<file path="src/rtl/core/mmpa_pkg.sv">
`timescale 1ns / 1ps
// ----------------------------------------------------------------------------
// mmpa_pkg
// Shared widths, limits and the result word type of the multiproof index unit.
// ----------------------------------------------------------------------------
package mmpa_pkg;

   localparam int NODE_W  = 8;
   localparam int LEVEL_W = 3;
   localparam int TOTAL_W = 6;

   localparam logic [TOTAL_W-1:0] MAX_RESULTS = 6'd47;

   typedef struct packed {
      logic [LEVEL_W-1:0] auth_level;
      logic [NODE_W-1:0]  auth_index;
      logic               entry_valid;
      logic               last_entry;
      logic [TOTAL_W-1:0] total_count;
      logic               overflow;
   } result_type;

endpackage

</file>
<file path="src/rtl/core/mmpa_ram.sv">
`timescale 1ns / 1ps
// ----------------------------------------------------------------------------
// mmpa_ram
// Generic single-write, single-read RAM with registered read data.
// ----------------------------------------------------------------------------
module mmpa_ram #(
   parameter int WIDTH = 8,
   parameter int DEPTH = 16
) (
   input  logic                     clock,
   input  logic                     wr_en,
   input  logic [$clog2(DEPTH)-1:0] wr_addr,
   input  logic [WIDTH-1:0]         wr_data,
   input  logic                     rd_en,
   input  logic [$clog2(DEPTH)-1:0] rd_addr,
   output logic [WIDTH-1:0]         rd_data
);

   logic [WIDTH-1:0] mem_ff [DEPTH];
   logic [WIDTH-1:0] rd_data_ff;

   always_ff @(posedge clock) begin
      if (wr_en) begin
         mem_ff[wr_addr] <= wr_data;
      end
      if (rd_en) begin
         rd_data_ff <= mem_ff[rd_addr];
      end
   end

   assign rd_data = rd_data_ff;

endmodule

</file>
<file path="src/rtl/core/merkle_multiproof_auth_indices.sv">
`timescale 1ns / 1ps
// ----------------------------------------------------------------------------
// merkle_multiproof_auth_indices
// Computes the sibling nodes a Merkle multiproof must carry for a leaf set.
// ----------------------------------------------------------------------------
// Usage:
//   req_ channel: one leaf index per word, ascending. A word with
//   req_last_leaf set is stored and then starts the level walk; req_ready
//   stays low until the walk is done. Loading accepts one leaf per cycle.
//   Leaves past LEAF_SLOTS are dropped and flag overflow for the run.
//   rsp_ channel: one word per needed sibling (level, index), the final one
//   with rsp_last_entry set; an empty set gives a single word with
//   rsp_entry_valid low. At most 47 words per run.
//   Walk: the walk reads each stored node once per level through one
//   RAM read port; one word is held back to tag the final one, so the
//   first result appears after the second sibling is found or the walk
//   ends.
//   A stalled receiver freezes the walk at the next emitted word; the
//   output register keeps its word and the walk resumes when it is taken.
//   Reset (synchronous) clears the leaf count, overflow flag and output.
// ----------------------------------------------------------------------------
module merkle_multiproof_auth_indices #(
   parameter int LEAF_SLOTS  = 8,
   parameter int TREE_LEVELS = 8
) (
   input  logic                          clock,
   input  logic                          reset,
   input  logic                          req_valid,
   output logic                          req_ready,
   input  logic [mmpa_pkg::NODE_W-1:0]   req_leaf_index,
   input  logic                          req_last_leaf,
   output logic                          rsp_valid,
   input  logic                          rsp_ready,
   output logic [mmpa_pkg::LEVEL_W-1:0]  rsp_auth_level,
   output logic [mmpa_pkg::NODE_W-1:0]   rsp_auth_index,
   output logic                          rsp_entry_valid,
   output logic                          rsp_last_entry,
   output logic [mmpa_pkg::TOTAL_W-1:0]  rsp_total_count,
   output logic                          rsp_overflow
);
   import mmpa_pkg::*;

   localparam int IDX_W  = $clog2(LEAF_SLOTS);
   localparam int CNT_W  = $clog2(LEAF_SLOTS + 1);
   localparam int LVL_W  = (TREE_LEVELS > 2) ? $clog2(TREE_LEVELS) : 1;
   localparam int ADDR_W = IDX_W + 1;

   typedef enum logic [2:0] {
      S_IDLE, S_START, S_RD, S_EVAL, S_EMIT, S_NEXT, S_FIN
   } state_type;

   state_type          state_ff, state_in;
   logic [CNT_W-1:0]   cnt_ff, cnt_in;
   logic               ovf_ff, ovf_in;
   logic [CNT_W-1:0]   len_ff, len_in;
   logic [CNT_W-1:0]   rd_ptr_ff, rd_ptr_in;
   logic [CNT_W-1:0]   wr_ptr_ff, wr_ptr_in;
   logic               bank_ff, bank_in;
   logic [LVL_W-1:0]   lvl_ff, lvl_in;
   logic               pend_ff, pend_in;
   logic [NODE_W-1:0]  pnode_ff, pnode_in;
   logic [NODE_W-1:0]  nnode_ff, nnode_in;
   logic               endlvl_ff, endlvl_in;
   logic [NODE_W-1:0]  lpar_ff, lpar_in;
   logic               lpv_ff, lpv_in;
   logic [TOTAL_W-1:0] emit_cnt_ff, emit_cnt_in;
   logic               hold_v_ff, hold_v_in;
   result_type         hold_ff, hold_in;
   logic               out_v_ff, out_v_in;
   result_type         out_ff, out_in;

   logic               wr_en;
   logic [ADDR_W-1:0]  wr_addr;
   logic [NODE_W-1:0]  wr_data;
   logic               rd_en;
   logic [ADDR_W-1:0]  rd_addr;
   logic [NODE_W-1:0]  rd_data;

   logic               app_req;
   logic [NODE_W-1:0]  app_par;
   logic               out_free;

   mmpa_ram #(
      .WIDTH (NODE_W),
      .DEPTH (2 ** ADDR_W)
   ) u_nodes (
      .clock   (clock),
      .wr_en   (wr_en),
      .wr_addr (wr_addr),
      .wr_data (wr_data),
      .rd_en   (rd_en),
      .rd_addr (rd_addr),
      .rd_data (rd_data)
   );

   assign out_free  = !out_v_ff || rsp_ready;
   assign req_ready = (state_ff == S_IDLE);

   always_comb begin
      state_in    = state_ff;
      cnt_in      = cnt_ff;
      ovf_in      = ovf_ff;
      len_in      = len_ff;
      rd_ptr_in   = rd_ptr_ff;
      wr_ptr_in   = wr_ptr_ff;
      bank_in     = bank_ff;
      lvl_in      = lvl_ff;
      pend_in     = pend_ff;
      pnode_in    = pnode_ff;
      nnode_in    = nnode_ff;
      endlvl_in   = endlvl_ff;
      lpar_in     = lpar_ff;
      lpv_in      = lpv_ff;
      emit_cnt_in = emit_cnt_ff;
      hold_v_in   = hold_v_ff;
      hold_in     = hold_ff;
      out_v_in    = out_v_ff && !rsp_ready;
      out_in      = out_ff;
      wr_en       = 1'b0;
      wr_addr     = {1'b0, cnt_ff[IDX_W-1:0]};
      wr_data     = req_leaf_index;
      rd_en       = 1'b0;
      rd_addr     = {bank_ff, rd_ptr_ff[IDX_W-1:0]};
      app_req     = 1'b0;
      app_par     = pnode_ff >> 1;

      case (state_ff)
         S_IDLE: begin
            if (req_valid) begin
               if (cnt_ff < CNT_W'(LEAF_SLOTS)) begin
                  wr_en  = 1'b1;
                  cnt_in = cnt_ff + 1'b1;
               end else begin
                  ovf_in = 1'b1;
               end
               if (req_last_leaf) begin
                  state_in = S_START;
               end
            end
         end
         S_START: begin
            len_in      = cnt_ff;
            rd_ptr_in   = '0;
            wr_ptr_in   = '0;
            bank_in     = 1'b0;
            lvl_in      = '0;
            pend_in     = 1'b0;
            lpv_in      = 1'b0;
            emit_cnt_in = '0;
            hold_v_in   = 1'b0;
            state_in    = S_RD;
         end
         S_RD: begin
            if (rd_ptr_ff < len_ff) begin
               rd_en     = 1'b1;
               rd_ptr_in = rd_ptr_ff + 1'b1;
               state_in  = S_EVAL;
            end else if (pend_ff) begin
               endlvl_in = 1'b1;
               state_in  = S_EMIT;
            end else begin
               state_in = S_NEXT;
            end
         end
         S_EVAL: begin
            if (!pend_ff) begin
               pnode_in = rd_data;
               pend_in  = 1'b1;
               state_in = S_RD;
            end else if (rd_data == (pnode_ff ^ NODE_W'(1))) begin
               app_req  = 1'b1;
               pend_in  = 1'b0;
               state_in = S_RD;
            end else begin
               nnode_in  = rd_data;
               endlvl_in = 1'b0;
               state_in  = S_EMIT;
            end
         end
         S_EMIT: begin
            if (!hold_v_ff || out_free) begin
               if (emit_cnt_ff == MAX_RESULTS) begin
                  state_in = S_FIN;
               end else begin
                  if (hold_v_ff) begin
                     out_v_in = 1'b1;
                     out_in   = hold_ff;
                  end
                  hold_v_in           = 1'b1;
                  hold_in.auth_level  = LEVEL_W'(lvl_ff);
                  hold_in.auth_index  = pnode_ff ^ NODE_W'(1);
                  hold_in.entry_valid = 1'b1;
                  hold_in.last_entry  = 1'b0;
                  hold_in.total_count = emit_cnt_ff + 1'b1;
                  hold_in.overflow    = ovf_ff;
                  emit_cnt_in         = emit_cnt_ff + 1'b1;
                  app_req             = 1'b1;
                  if (endlvl_ff) begin
                     pend_in  = 1'b0;
                     state_in = S_NEXT;
                  end else begin
                     pnode_in = nnode_ff;
                     state_in = S_RD;
                  end
               end
            end
         end
         S_NEXT: begin
            if (lvl_ff == LVL_W'(TREE_LEVELS - 1) || wr_ptr_ff == '0) begin
               state_in = S_FIN;
            end else begin
               lvl_in    = lvl_ff + 1'b1;
               bank_in   = !bank_ff;
               len_in    = wr_ptr_ff;
               rd_ptr_in = '0;
               wr_ptr_in = '0;
               lpv_in    = 1'b0;
               pend_in   = 1'b0;
               state_in  = S_RD;
            end
         end
         S_FIN: begin
            if (out_free) begin
               out_v_in = 1'b1;
               if (hold_v_ff) begin
                  out_in            = hold_ff;
                  out_in.last_entry = 1'b1;
               end else begin
                  out_in.auth_level  = '0;
                  out_in.auth_index  = '0;
                  out_in.entry_valid = 1'b0;
                  out_in.last_entry  = 1'b1;
                  out_in.total_count = '0;
                  out_in.overflow    = ovf_ff;
               end
               hold_v_in = 1'b0;
               cnt_in    = '0;
               ovf_in    = 1'b0;
               state_in  = S_IDLE;
            end
         end
         default: begin
            state_in = S_IDLE;
         end
      endcase

      // parent append into the other bank, adjacent duplicates dropped
      if (app_req && (!lpv_ff || lpar_ff != app_par)) begin
         wr_en     = 1'b1;
         wr_addr   = {!bank_ff, wr_ptr_ff[IDX_W-1:0]};
         wr_data   = app_par;
         wr_ptr_in = wr_ptr_ff + 1'b1;
         lpar_in   = app_par;
         lpv_in    = 1'b1;
      end
   end

   always_ff @(posedge clock) begin
      len_ff      <= len_in;
      rd_ptr_ff   <= rd_ptr_in;
      wr_ptr_ff   <= wr_ptr_in;
      bank_ff     <= bank_in;
      lvl_ff      <= lvl_in;
      pend_ff     <= pend_in;
      pnode_ff    <= pnode_in;
      nnode_ff    <= nnode_in;
      endlvl_ff   <= endlvl_in;
      lpar_ff     <= lpar_in;
      lpv_ff      <= lpv_in;
      emit_cnt_ff <= emit_cnt_in;
      hold_ff     <= hold_in;
      out_ff      <= out_in;
      if (reset) begin
         state_ff  <= S_IDLE;
         cnt_ff    <= '0;
         ovf_ff    <= 1'b0;
         hold_v_ff <= 1'b0;
         out_v_ff  <= 1'b0;
      end else begin
         state_ff  <= state_in;
         cnt_ff    <= cnt_in;
         ovf_ff    <= ovf_in;
         hold_v_ff <= hold_v_in;
         out_v_ff  <= out_v_in;
      end
   end

   assign rsp_valid       = out_v_ff;
   assign rsp_auth_level  = out_ff.auth_level;
   assign rsp_auth_index  = out_ff.auth_index;
   assign rsp_entry_valid = out_ff.entry_valid;
   assign rsp_last_entry  = out_ff.last_entry;
   assign rsp_total_count = out_ff.total_count;
   assign rsp_overflow    = out_ff.overflow;

endmodule

</file>
<file path="config.mk">
export PLATFORM = sky130hd
export DESIGN_NAME = merkle_multiproof_auth_indices
export DESIGN_NICKNAME = d
export VERILOG_FILES = /design/src/rtl/core/mmpa_pkg.sv /design/src/rtl/core/mmpa_ram.sv /design/src/rtl/core/merkle_multiproof_auth_indices.sv
export SDC_FILE = /design/constraint.sdc
export NUM_CORES = 1
export LEC_CHECK = 0
export ABC_AREA = 1
export BUFFER_PORTS_ARGS = -buffer_cell sky130_fd_sc_hd__buf_2
export CORE_MARGIN = 4
export CORE_UTILIZATION = 56
export CTS_CLUSTER_SIZE = 30
export DETAILED_ROUTE_END_ITERATION = 16
export PLACE_DENSITY = 0.8
export SETUP_SLACK_MARGIN = 0.02
export SYNTH_ARGS = -nofsm -noshare
export SYNTH_HDL_FRONTEND = slang
export SYNTH_SLANG_ARGS = --single-unit
export TNS_END_PERCENT = 5
</file>
<file path="constraint.sdc">
create_clock -name clock -period 3.1 [get_ports clock]
set_clock_uncertainty 0.05 [all_clocks]
set_input_delay 0.155 -clock clock [delete_from_list [all_inputs] [get_ports clock]]
set_output_delay 0.155 -clock clock [all_outputs]
set_load 0.01 [all_outputs]
</file>
# --- After elaboration in Yosys (flattened, before gate mapping) ---
# Memory sizes are Yosys's and may differ from the RTL's. A register that Yosys moved wholly into a read port is not among the register bits.
# Cells that the tools add are included.
op_classes:
  n_addsub: 5
  magnitude_cmp: 2
  eq_ne: 28
  muxes: 81
  bitwise: 3
  reduce_logical: 37
op_table:
  columns: ["op", "n"]
  rows:
  - ["$mux 20", 5]
  - ["$mux 8", 5]
  - ["$pmux 20 s2", 1]
  - ["$mux 1", 33]
  - ["$mux 3", 11]
  - ["$mux 4", 8]
  - ["$ne 2x2->1 const B", 15]
  - ["$pmux 4 s2", 3]
  - ["$pmux 3 s7", 1]
  - ["$reduce_and 5->1", 4]
  - ["$pmux 8 s2", 1]
  - ["$reduce_and 4->1", 4]
  - ["$add 4x1->4 const B", 3]
  - ["$eq 3x3->1 const B", 4]
  - ["$mux 6", 2]
  - ["$pmux 1 s2", 6]
  - ["$pmux 4 s3", 1]
  - ["$pmux 6 s2", 1]
  - ["$reduce_and 3->1", 4]
  - ["$reduce_bool 2->1", 6]
  - ["$reduce_bool 3->1", 3]
  - ["$eq 8x8->1", 1]
  - ["$ne 7x7->1", 1]
  - ["$add 6x1->6 const B", 1]
  - ["other kinds (19)", 32]
totals:
  ff_bits: 96
  ramBits: 128
  input_bits: 13
  out_inout_bits: 22
  wordCells: 184
  mem_count: 1
mem_list:
  columns: ["name", "words", "width", "rd", "rd_ports_with_merged_regs", "wr", "line", "source"]
  rows:
  - ["u_nodes.mem_ff", 16, 8, 1, 1, 1, "mmpa_ram.sv:19", "logic [WIDTH-1:0] mem_ff [DEPTH];"]

# --- Logic depth before layout (Yosys ltp) ---
# Gate-level depths: netlist (run 1).
logic_depth:
  depth_word: 9
  ltp_mapped: 14
  mapped_depth_nobuf: 14

# --- Cells and area by module ---
# From an unflattened synthesis (run 1), not the netlist that was laid out.
unflattened:
  cells_unflattened: 985
  area_unflattened_um2: 10222.3
modules_own_cells:
  columns: ["mod", "n_inst", "cells_each", "area_per_inst_um2", "seq_area_each_um2"]
  rows:
  - ["mmpa_ram", 1, 551, 5853.1, 4083.9]
  - ["merkle_multiproof_auth_indices", 1, 434, 4369.2, 2772.7]

# --- Least setup slack after synthesis (run 1) ---
# OpenSTA, ideal clock, no wires.
synth_timing:
  path_type: "reg-to-reg"
  from: "register emit_cnt_ff[0]"
  to: "memory u_nodes.mem_ff[6][0], enable pin"
  setup_ns: 0.370
  arrival_time_ns: 2.004
  t_required_ns: 2.680
  setup_slack_ns: 0.676
  path_stages_with_launch: 15
  path_buffers: 0
  period_less_slack_ns: 2.424
  path_cell_list: "edfxtp_1 > ha_1 > nand2_1 > nor2_1 > nand2_1 > nor2_2 > nor2_4 > nand2_2 > nand2_4 > nand2_4 > inv_2 > nand2_1 > nand2_1 > nand2_1 > nor2_1"
synth_via:
  elab_chain_cells: 8
  elab_cells_between_ends: 9
  cone_classes: "eq/ne: 1; mux: 7; reduce/logical: 1"
synth_rtl:
  columns: ["element", "line", "source"]
  rows:
  - ["start, declared", "merkle_multiproof_auth_indices.sv:66", "logic [TOTAL_W-1:0] emit_cnt_ff, emit_cnt_in;"]
  - ["start signal, assigned", "merkle_multiproof_auth_indices.sv:270", "emit_cnt_ff <= emit_cnt_in;"]
  - ["$eq 6x6->1 (*)", "merkle_multiproof_auth_indices.sv:182", "if (emit_cnt_ff == MAX_RESULTS) begin"]
  - ["$mux 1 (*)", "merkle_multiproof_auth_indices.sv:182", null]
  - ["$mux 1 (*)", "merkle_multiproof_auth_indices.sv:181", "if (!hold_v_ff || out_free) begin"]
  - ["$pmux 1 s2 (*)", "merkle_multiproof_auth_indices.sv:127", "case (state_ff)"]
  - ["$logic_and 1x1->1 (*)", "merkle_multiproof_auth_indices.sv:248", "if (app_req && (!lpv_ff || lpar_ff != app_par)) begin"]
  - ["$mux 1", "merkle_multiproof_auth_indices.sv:248", null]
  - ["$mux 1", "mmpa_ram.sv:23", "if (wr_en) begin"]
  - ["$mux 1 (implied by the code)", "mmpa_ram.sv:24", "mem_ff[wr_addr] <= wr_data;"]
  - ["end, declared", "mmpa_ram.sv:19", null]
# Every way passes the cells marked *; elsewhere a longest branch is shown, timed or not.

# --- Worst setup path after layout (run 1) ---
layout_timing:
  from: "register emit_cnt_ff[0]"
  to: "memory u_nodes.mem_ff[4][2], enable pin"
# Same word-level chain as after synthesis.

==> out/metrics.yaml, run 1 <==
global_route:
  grt_util_all_layers: 0.215
  grt_max_degree: 100
  grt_pass1_wl_um: 33600
  overflow: 0
  antenna_found_initial: 0
  grt_pass1_vias: 6235
route:
  dr_wl_met3_um: 1510
  wire_per_inst_um: 18.5
  route.vias.total: 6415
  drtPass1Iterations: 5
  drt-met1-wl_um: 8520
  highest_layer: "met4"
  wl_met2_um: 10300
  drtAntennaViolNets: 0
  wl_um: 21000
  drc: 0
  first_iter_violations: 587
  vias_per_cell: 5.67
cts:
  clock-sinks: 232
  cts_buffers: 23
  clkLatencyLatePin_ps: 510
  htreeDepth: 1
  clock_tree.buffer_depth: 3
  clk_pin_slew_ps: 70
  cts_tree: "yes"
  cts-root-buf: "clkbuf_16"
  post_cts_resized: 0
worst_setup_path:
  cp_max_fo: 26
  path_common_cell: "nand2_1"
  cp.buffers_inverters: 1
  cp.required_ps: 3270
  critPathTopFamily: "simple AND/OR/NAND/NOR gates"
  cp.arrival_ps: 2990
  cp_slowest_cell: "edfxtp_1"
  crit_chain: "ha_1, nand2_1, nor2_1, nand2_1, nor2_2, nor2_4, nand2_2, nand2_4, nand2_4, nand2_1, nand2_1, nand2_1, nor2_1, buf_4"
  slowest_delay_ps: 410
  path_class: "flop to flop"
  end_kind: "flop"
  cp-start-kind: "flop"
floorplanning:
  io_pins: 35
  die_w_um: 141
  rows: 48
  fp.dieArea_um2: 19800
  die_h_um: 141
  coreArea_um2: 17300
  initial_core_util: 0.569
power:
  powerDensity_nw_per_um2: 597
  power_leakage_nw: 4.36
  p_total_mw: 6.70
  ir_drop_mv: 0.540
placement:
  dpl.hpwl_um: 13400
  place_inst: 1086
  post_dp_cell_area_um2: 10400
  gp_congestion: 0.899
  portBuffers: 34
logic_synthesis:
  syn_inst: 821
  ys_ff_latch: 232
  ys_seq_area_frac: 0.696
  synth_area_um2: 9850
  syn_avg_cell_area_um2: 12.0
  synth_fp_nets: 844
  yosysWarnings: 0
  netlist-cell-type-count: 35
final_layout:
  fin_cells: 1131
  final_area_um2: 11200
  area_growth_pct: 13.8
  antenna_cells: 0
  nets: 912
  drive_gt1_frac: 0.131
timing:
  fin_crit_ps: 2810
  fin_tns_setup_ps: 0
  min_period_over_period: 0.907
  finalMaxSlewViolations: 0
  hold_viol_final: 0
  slew_headroom: 0.429
  fmax_ghz: 0.356
  worst_pin_slew_ps: 857
  rsz0062_at_grt: "false"
  setup_viol: 0
run_status:
  status: "completed"
job:
  maxCapViolCount: 0
worst_hold_path:
  min_path_type: "input pin to flop"
[through the flow]
stage / setup slack (ps) / hold slack [ps] / utilization
3_5_place_dp: 362 / 365 / 0.604
5_1_grt: 31.1 / 27.6 / 0.648
4_1_cts: 336 / 15.4 / 0.648
2_1_floorplan: 676 / 174 / -
3_3_place_gp: 525 / 360 / 0.604
6_report: 289 / 38.2 / 0.648
[worst paths after layout]
path | start | endpoint | slack [ps] | cells after the start
setup / recovery | emit_cnt_ff[0] | u_nodes.mem_ff[4][2] | 290 | 14
hold reg to reg | ovf_ff | hold_ff[0] | 380 | 0
setup reg to reg | emit_cnt_ff[0] | u_nodes.mem_ff[4][2] | 290 | 14
hold / removal | req_leaf_index[7] | u_nodes.mem_ff[0][7] | 40 | 3
[placed cells by master, fill, tap and decap left out, drive strengths merged, types with 5 or more instances in the layout]
master	n
nor3	5
clkbuf	31
edfxtp	221
clkinv	6
ha	10
o211ai	34
inv	119
nor2	81
dfxtp	11
mux2i	32
nand2	113
xnor2	9
nand3	35
buf	69
a21oi	44
o21ai	63
[metal layers]
layer  GRT usage  vias up
met5           0        -
met4      0.0668        0
met3      0.0370       52
met2       0.359      294
met1       0.293     3081
li1            -     2988
[worst reg2reg max path, stage by stage, from the launching register on]
cell and delay [ps]:
edfxtp_1 410, ha_1 200, nand2_1 100, nor2_1 120
nand2_1 100, nor2_2 160, nor2_4 50, nand2_2 120
nand2_4 100, nand2_4 240, nand2_1 90, nand2_1 130
nand2_1 120, nor2_1 320, buf_4 220
[flip-flops by register name, summed over array words and instances, names as in the netlist, 6 cells and up]
name / flops
nnode_ff: 8
u_nodes.rd_data: 8
hold_ff: 18
rsp_auth_index: 8
u_nodes.mem_ff: 128
emit_cnt_ff: 6
pnode_ff: 8
rsp_total_count: 6
lpar_ff: 7
[final cells by class]
cell class / count / area [µm²]
Clock buffer: 31 / 606
Clock inverter: 11 / 131
Fill cell: 1245 / 6090
Inverter: 118 / 443
Multi-Input combinational cell: 442 / 2420
Sequential cell: 232 / 6860
Tap cell: 225 / 282
Timing Repair Buffer: 72 / 475
[synth_stat cells]
library cell  instances  area, µm²
edfxtp_1            221       6640
inv_1               112        420
nand2_1             107        402
nor2_1               74        278
o21ai_0              55        275
a21oi_1              44        220
nand3_1              34        170
o211ai_1             34        255
mux2i_1              32        320
clkbuf_1             19       71.3
dfxtp_1              11        220
ha_1                 10        125
xnor2_1               9       78.8
o21ai_1               8       40.0
buf_2                 7       35.0
inv_2                 6       22.5
nor2_2                5       31.3
nor3_1                5       25.0
nand2_2               4       25.0
a211oi_1              2       15.0
a31oi_1               2       12.5
buf_6                 2       22.5
nand2_4               2       22.5
nand4_1               2       12.5
nor2_4                2       22.5
o22ai_1               2       12.5
xor2_1                2       17.5
a211o_1               1       8.76
a21boi_0              1       7.51
a22oi_1               1       7.51
buf_1                 1       3.75
nand3_2               1       10.0
nand3b_1              1       7.51
o2111ai_1             1       8.76
or2_0                 1       6.26
[logic make-up after synthesis]
family / synth area share
buffers and inverters: 0.0584
multiplexers: 0.0325
adder cells (fa/ha/maj): 0.0127
XOR/XNOR: 0.00978
AND/OR/NAND/NOR: 0.103
AO/OA/AOI/OAI: 0.0877
flip-flops: 0.696
[timing repair]
action / CTS / global route
endpoints found under the hold margin: 6 / 0
setup buffers: 0 / 0
hold buffers: 3 / 0
[report_power, final]
group	leakage, nW	switching [mW]	internal, mW	total (mW)
combinational	1.91	0.286	0.136	0.423
clock	0.354	1.13	1.62	2.75
sequential	2.09	0.0358	3.49	3.52
total	4.36	1.45	5.25	6.70
Note: power is estimated with default switching activity, not from simulation.
==> inputs of run 2 (changes only) <==
--- a/config.mk
+++ b/config.mk
@@ -11,7 +11,7 @@
 export CORE_UTILIZATION = 56
 export CTS_CLUSTER_SIZE = 30
 export DETAILED_ROUTE_END_ITERATION = 16
-export PLACE_DENSITY = 0.8
+export PLACE_DENSITY_LB_ADDON = 0.3
 export SETUP_SLACK_MARGIN = 0.02
 export SYNTH_ARGS = -nofsm -noshare
 export SYNTH_HDL_FRONTEND = slang
==> out/metrics.yaml, run 2 (synthesis gave the netlist of run 1 again) <==
cts:
  clk_pin_slew_ps: 60  # about the same
  clock-sinks: 232  # unchanged
  cts_tree: "yes"
  clkLatencyLatePin_ps: 520  # about the same
  clock_tree.buffer_depth: 3  # unchanged
  htreeDepth: 1  # unchanged
  cts_buffers: 24  # +4.3%
  cts-root-buf: "clkbuf_16"
  post_cts_buffers: 0  # unchanged
final_layout:
  multiInputGateArea_um2: 2420  # +0.16%
  top_register: "u_nodes.mem_ff"
  top_regs: "u_nodes.mem_ff x128, hold_ff x18"
  mostFrequentLayoutCells: "edfxtp_1, inv_1, nand2_1"
  area_growth_pct: 14.1
  antenna_cells: 0  # unchanged
  fin_cells: 1128  # -0.27%
  seq_area_um2: 6860  # unchanged
  drive_gt1_frac: 0.132  # +0.000436
  nets: 909  # -0.33%
  largest_reg_flops: 128  # unchanged
  fill_cells: 1312  # +5.4%
  final_common_cell: "edfxtp_1"
worst_setup_path:
  worstReg2RegEnd: "u_nodes.mem_ff[7][2]"
  cp.arrival_ps: 3030  # +40 ps
  slowest_delay_ps: 660  # +250 ps
  cp_slowest_cell: "o21ai_1"
  reg2reg_from: "state_ff[2]"
  end_kind: "flop"
  r2r_slack_ps: 380  # +90 ps
  cp_max_fo: 26  # unchanged
  cp.buffers_inverters: 2  # +1
  cp-start-kind: "flop"
  crit_chain: "nand2_2, nor2_4, inv_2, nor2_4, nand2_2, nand2_4, nand2_4, o21ai_1, buf_4"
  critPathTopFamily: "simple AND/OR/NAND/NOR gates"
  path_class: "flop to flop"
  worst_r2r_path_depth: 9  # -5
  cp.required_ps: 3410  # +140 ps
route:
  drc: 0  # unchanged
  wl_um: 20200  # -3.5%
  drtPass1Iterations: 5  # unchanged
  wire_per_inst_um: 17.9  # -3.3%
  drtAntennaViolNets: 0  # unchanged
  route.vias.total: 6142  # -4.3%
  vias_per_cell: 5.45  # -4.0%
  first_iter_violations: 546  # -7.0%
timing:
  min_period_over_period: 0.877  # -0.0298
  finalMaxSlewViolations: 0  # unchanged
  rsz0062_at_grt: "false"
  hold_viol_final: 0  # unchanged
  fmax_ghz: 0.368  # +3.4%
  setup_viol: 0  # unchanged
  worst_pin_slew_ps: 813  # -43.6 ps
  slew_headroom: 0.457  # +0.0284
  fin_tns_setup_ps: 0  # unchanged
  fin_crit_ps: 2720  # -92.3 ps
placement:
  portBuffers: 34  # unchanged
  place_inst: 1082  # -0.37%
  dpl.hpwl_um: 13700  # +2.3%
  gp_congestion: 0.903  # +0.40%
run_status:
  status: "completed"
global_route:
  grt_pass1_vias: 5995  # -3.8%
  grt_util_all_layers: 0.206  # -0.00980
  overflow: 0  # unchanged
  antenna_found_initial: 0  # unchanged
  grt_pass1_wl_um: 31800  # -5.5%
  grt_max_degree: 100  # unchanged
floorplanning:
  io_pins: 35  # unchanged
  die_h_um: 141  # unchanged
  fp.dieArea_um2: 19800  # unchanged
  coreArea_um2: 17300  # unchanged
  rows: 48  # unchanged
  initial_core_util: 0.569  # unchanged
  die_w_um: 141  # unchanged
worst_hold_path:
  hold_end: "state_ff[0]"
  min_from: "req_last_leaf"
  min_path_type: "input pin to flop"
  hold-path-cell-count: 4  # +1
job:
  maxCapViolCount: 0  # unchanged
power:
  swShare: 0.212  # -0.00424
  power_leakage_nw: 4.37  # +0.23%
  clkPwrFrac: 0.417  # +0.006
  ir_drop_mv: 0.508  # -5.9%
  p_sw_mw: 1.44  # -0.77%
  powerDensity_nw_per_um2: 603  # +0.98%
  intPower_mw: 5.34  # +1.8%
  pwr-share-seq: 0.519  # -0.007
  combinationalPowerShare: 0.063  # about the same
## run 2: changes by cell type in the layout (fill, tap and decap cells not counted), sizes merged
cell      before  now
inv          119  118
clkbuf        31   30
clkinvlp       1    0
clkinv         6   10
buf           69   65
## run 2: routing by layer
layer / wire length, µm / global-route usage / share of wire
met4: 801 / 0.0811 / 0.040
met2: 9720 / 0.331 / 0.48
met3: 1290 / 0.0390 / 0.064
met1: 8410 / 0.280 / 0.42
met5: 0 / 0 / 0
## run 2: area by class of cell
type,instances,share of cell area
Multi-Input combinational cell,442,0.215
Clock inverter,13,0.0128
Sequential cell,232,0.610
Inverter,118,0.0396
Tap cell,225,0.0251
Timing Repair Buffer,68,0.0396
Clock buffer,30,0.0572
## run 2: worst register-to-register path, cell delays in order, from the launching register on
cell     delay (ps)
dfxtp_1         400
nand2_2         120
nor2_4          260
inv_2           210
nor2_4          160
nand2_2         110
nand2_4         130
nand2_4         180
o21ai_1         660
buf_4           290
## run 2: worst max path at each step
stage	start	end	cells past startpoint
final	state_ff[2]	u_nodes.mem_ff[7][2]	9
after global routing	state_ff[2]	u_nodes.mem_ff[7][2]	9
after CTS	state_ff[0]	u_nodes.mem_ff[7][6]	10
after detailed placement	state_ff[2]	u_nodes.mem_ff[1][6]	9
after global placement	state_ff[2]	u_nodes.mem_ff[6][5]	13
after floorplan	emit_cnt_ff[0]	u_nodes.mem_ff[6][0]	14
## run 2: metrics by stage
| step | utilization | instance area (µm²) | total power [mW] | hold slack (ps) | setup WS, ps |
|---|---|---|---|---|---|
| finish | 0.650 | 11200 | 6.78 | 59.7 | 381 |
| global route | 0.650 | 11200 | 7.05 | 98.9 | 67.9 |
| CTS | 0.649 | 11200 | 6.84 | 44.0 | 333 |
| detailed placement | 0.602 | 10400 | 4.01 | 365 | 367 |
| global placement | 0.602 | 10400 | 4.00 | 364 | 508 |
| floorplan | - | 9850 | 3.85 | 174 | 676 |
## run 2: timing repair
item,CTS,global route
gates resized for setup,0,2
hold endpoints to repair,6,0
endpoints found under the setup margin,0,16
hold buffers,3,0
## run 2: power by group through the flow
stage                     combinational (mW)  sequential (mW)  clock, mW
after global placement                 0.413             3.58          0
after global routing                   0.472             3.52       3.06
final                                  0.428             3.52       2.83
after floorplan                        0.277             3.58          0
after detailed placement               0.420             3.59          0
after CTS                              0.426             3.52       2.89
==> inputs of run 3 (changes only) <==
==> constraint.sdc (replaced) <==
create_clock -name clock -period 3.5 [get_ports clock]
set_clock_uncertainty 0.05 [all_clocks]
set_input_delay 0.175 -clock clock [delete_from_list [all_inputs] [get_ports clock]]
set_output_delay 0.175 -clock clock [all_outputs]
set_load 0.01 [all_outputs]
==> out/metrics.yaml, run 3 (synthesis gave the netlist of run 1 again) <==
final_layout:
  largest_reg_flops: 128  # unchanged
  final_area_um2: 11200  # -0.56%
  nets: 894  # -1.7%
  area_growth_pct: 13.5
  post-route-util: 0.646  # -0.00362
  seq_area_um2: 6860  # unchanged
  fin_cells: 1114  # -1.2%
  mostFrequentLayoutCells: "edfxtp_1, inv_1, nand2_1"
  antenna_cells: 0  # unchanged
  top_register: "u_nodes.mem_ff"
  multiInputGateArea_um2: 2420  # -0.15%
  top_regs: "u_nodes.mem_ff x128, hold_ff x18"
  drive_gt1_frac: 0.120  # -0.0114
  final_common_cell: "edfxtp_1"
  fill_cells: 1296  # -1.2%
floorplanning:
  rows: 48  # unchanged
  io_pins: 35  # unchanged
  fp.dieArea_um2: 19800  # unchanged
  die_w_um: 141  # unchanged
  coreArea_um2: 17300  # unchanged
  initial_core_util: 0.569  # unchanged
  die_h_um: 141  # unchanged
power:
  p_total_mw: 6.16  # -9.1%
  ir_drop_mv: 0.423  # -17%
  power_leakage_nw: 4.31  # -1.3%
  powerDensity_nw_per_um2: 551  # -8.6%
cts:
  clock_tree.buffer_depth: 3  # unchanged
  cts_buffers: 24  # unchanged
  cts-root-buf: "clkbuf_16"
  cts_tree: "yes"
  clock-sinks: 232  # unchanged
  post_cts_resized: 0  # unchanged
  clk_pin_slew_ps: 60  # about the same
  post_cts_buffers: 0  # unchanged
  clkLatencyLatePin_ps: 520  # about the same
  htreeDepth: 1  # unchanged
  hold_buffers: 3  # unchanged
worst_setup_path:
  path_common_cell: "nand2_1"
  worst_r2r_path_depth: 12  # +3
  cp-start-kind: "flop"
  end_kind: "flop"
  cp_max_fo: 26  # unchanged
  cp.buffers_inverters: 2  # unchanged
  path_class: "flop to flop"
  cp_slowest_cell: "nor2_1"
  r2r_slack_ps: 490  # +110 ps
  critPathTopFamily: "simple AND/OR/NAND/NOR gates"
  cp-startpoint: "state_ff[2]"
  cp.arrival_ps: 3110  # +80 ps
  cp.required_ps: 3600  # +190 ps
  path_depth: 12  # +3
  reg2reg_from: "state_ff[2]"
  crit_chain: "nand2_2, nor2_4, inv_2, nor2_4, nand2_2, nand2_4, nand2_4, inv_2, nand2_1, nand2_1, nand2_1, nor2_1"
  slowest_delay_ps: 510  # -150 ps
timing:
  fmax_ghz: 0.332  # -9.7%
  setup_viol: 0  # unchanged
  min_period_over_period: 0.860  # -0.0170
  fin_tns_setup_ps: 0  # unchanged
  worst_pin_slew_ps: 910  # +96.8 ps
  worst_slack_ps: 489  # +109 ps
  fin_crit_ps: 3010  # +291 ps
  fin_hold_ws_ps: 109  # +49.7 ps
  slew_headroom: 0.389  # -0.0680
  finalMaxSlewViolations: 0  # unchanged
  rsz0062_at_grt: "false"
  hold_viol_final: 0  # unchanged
global_route:
  grt_util_all_layers: 0.199  # -0.00639
  grt_max_degree: 82  # -18%
  grt_pass1_wl_um: 30900  # -2.8%
  overflow: 0  # unchanged
  antenna_found_initial: 0  # unchanged
  grt_pass1_vias: 5869  # -2.1%
route:
  wire_per_inst_um: 17.5  # -2.4%
  wl_um: 19500  # -3.6%
  first_iter_violations: 591  # +8.2%
  vias_per_cell: 5.43  # -0.28%
  drc: 0  # unchanged
  drtPass1Iterations: 5  # unchanged
  route.vias.total: 6049  # -1.5%
  drtAntennaViolNets: 0  # unchanged
placement:
  portBuffers: 34  # unchanged
  place_inst: 1067  # -1.4%
  post_dp_cell_area_um2: 10300  # -1.1%
  dp_slack_ps: 484  # +117 ps
  gp_congestion: 0.930  # +3.1%
  dpl.hpwl_um: 13300  # -3.1%
worst_hold_path:
  hold-path-cell-count: 4  # unchanged
  min_from: "req_last_leaf"
  min_path_type: "input pin to flop"
job:
  maxCapViolCount: 0  # unchanged
run_status:
  status: "completed"
run 3: report_power, final:
| group | internal, mW | leakage, nW | switching [mW] |
|---|---|---|---|
| registers | 3.09 | 2.09 | 0.0344 |
| clock network | 1.66 | 0.410 | 1.01 |
| logic | 0.115 | 1.81 | 0.248 |
| total | 4.86 | 4.31 | 1.30 |
run 3: layout make-up:
cell class,instances,share of cell area
clock buffers,30,0.0567
flip-flops and latches,232,0.614
multi-input cells,442,0.216
repair buffers,53,0.0298
well taps,225,0.0252
clock inverters,14,0.0188
inverters,118,0.0396
run 3: tightest hold or removal path: stages:
cell	delay [ps]
buf_2	90
a211o_1	120
nand2_1	60
a211oi_1	150
run 3: path summary, 6_finish.rpt:
| check | endpoint |
|---|---|
| max | u_nodes.mem_ff[4][0] |
| min | state_ff[0] |
| max reg2reg | u_nodes.mem_ff[4][0] |
| min reg2reg | hold_ff[0] |
run 3: metal layers:
metal / up-vias / global-route usage / wire [µm]
met3: 43 / 0.0292 / 1230
met1: 2829 / 0.272 / 8280
li1: 2956 / - / -
met4: 0 / 0.0632 / 577
met5: - / 0 / 0
met2: 221 / 0.334 / 9410
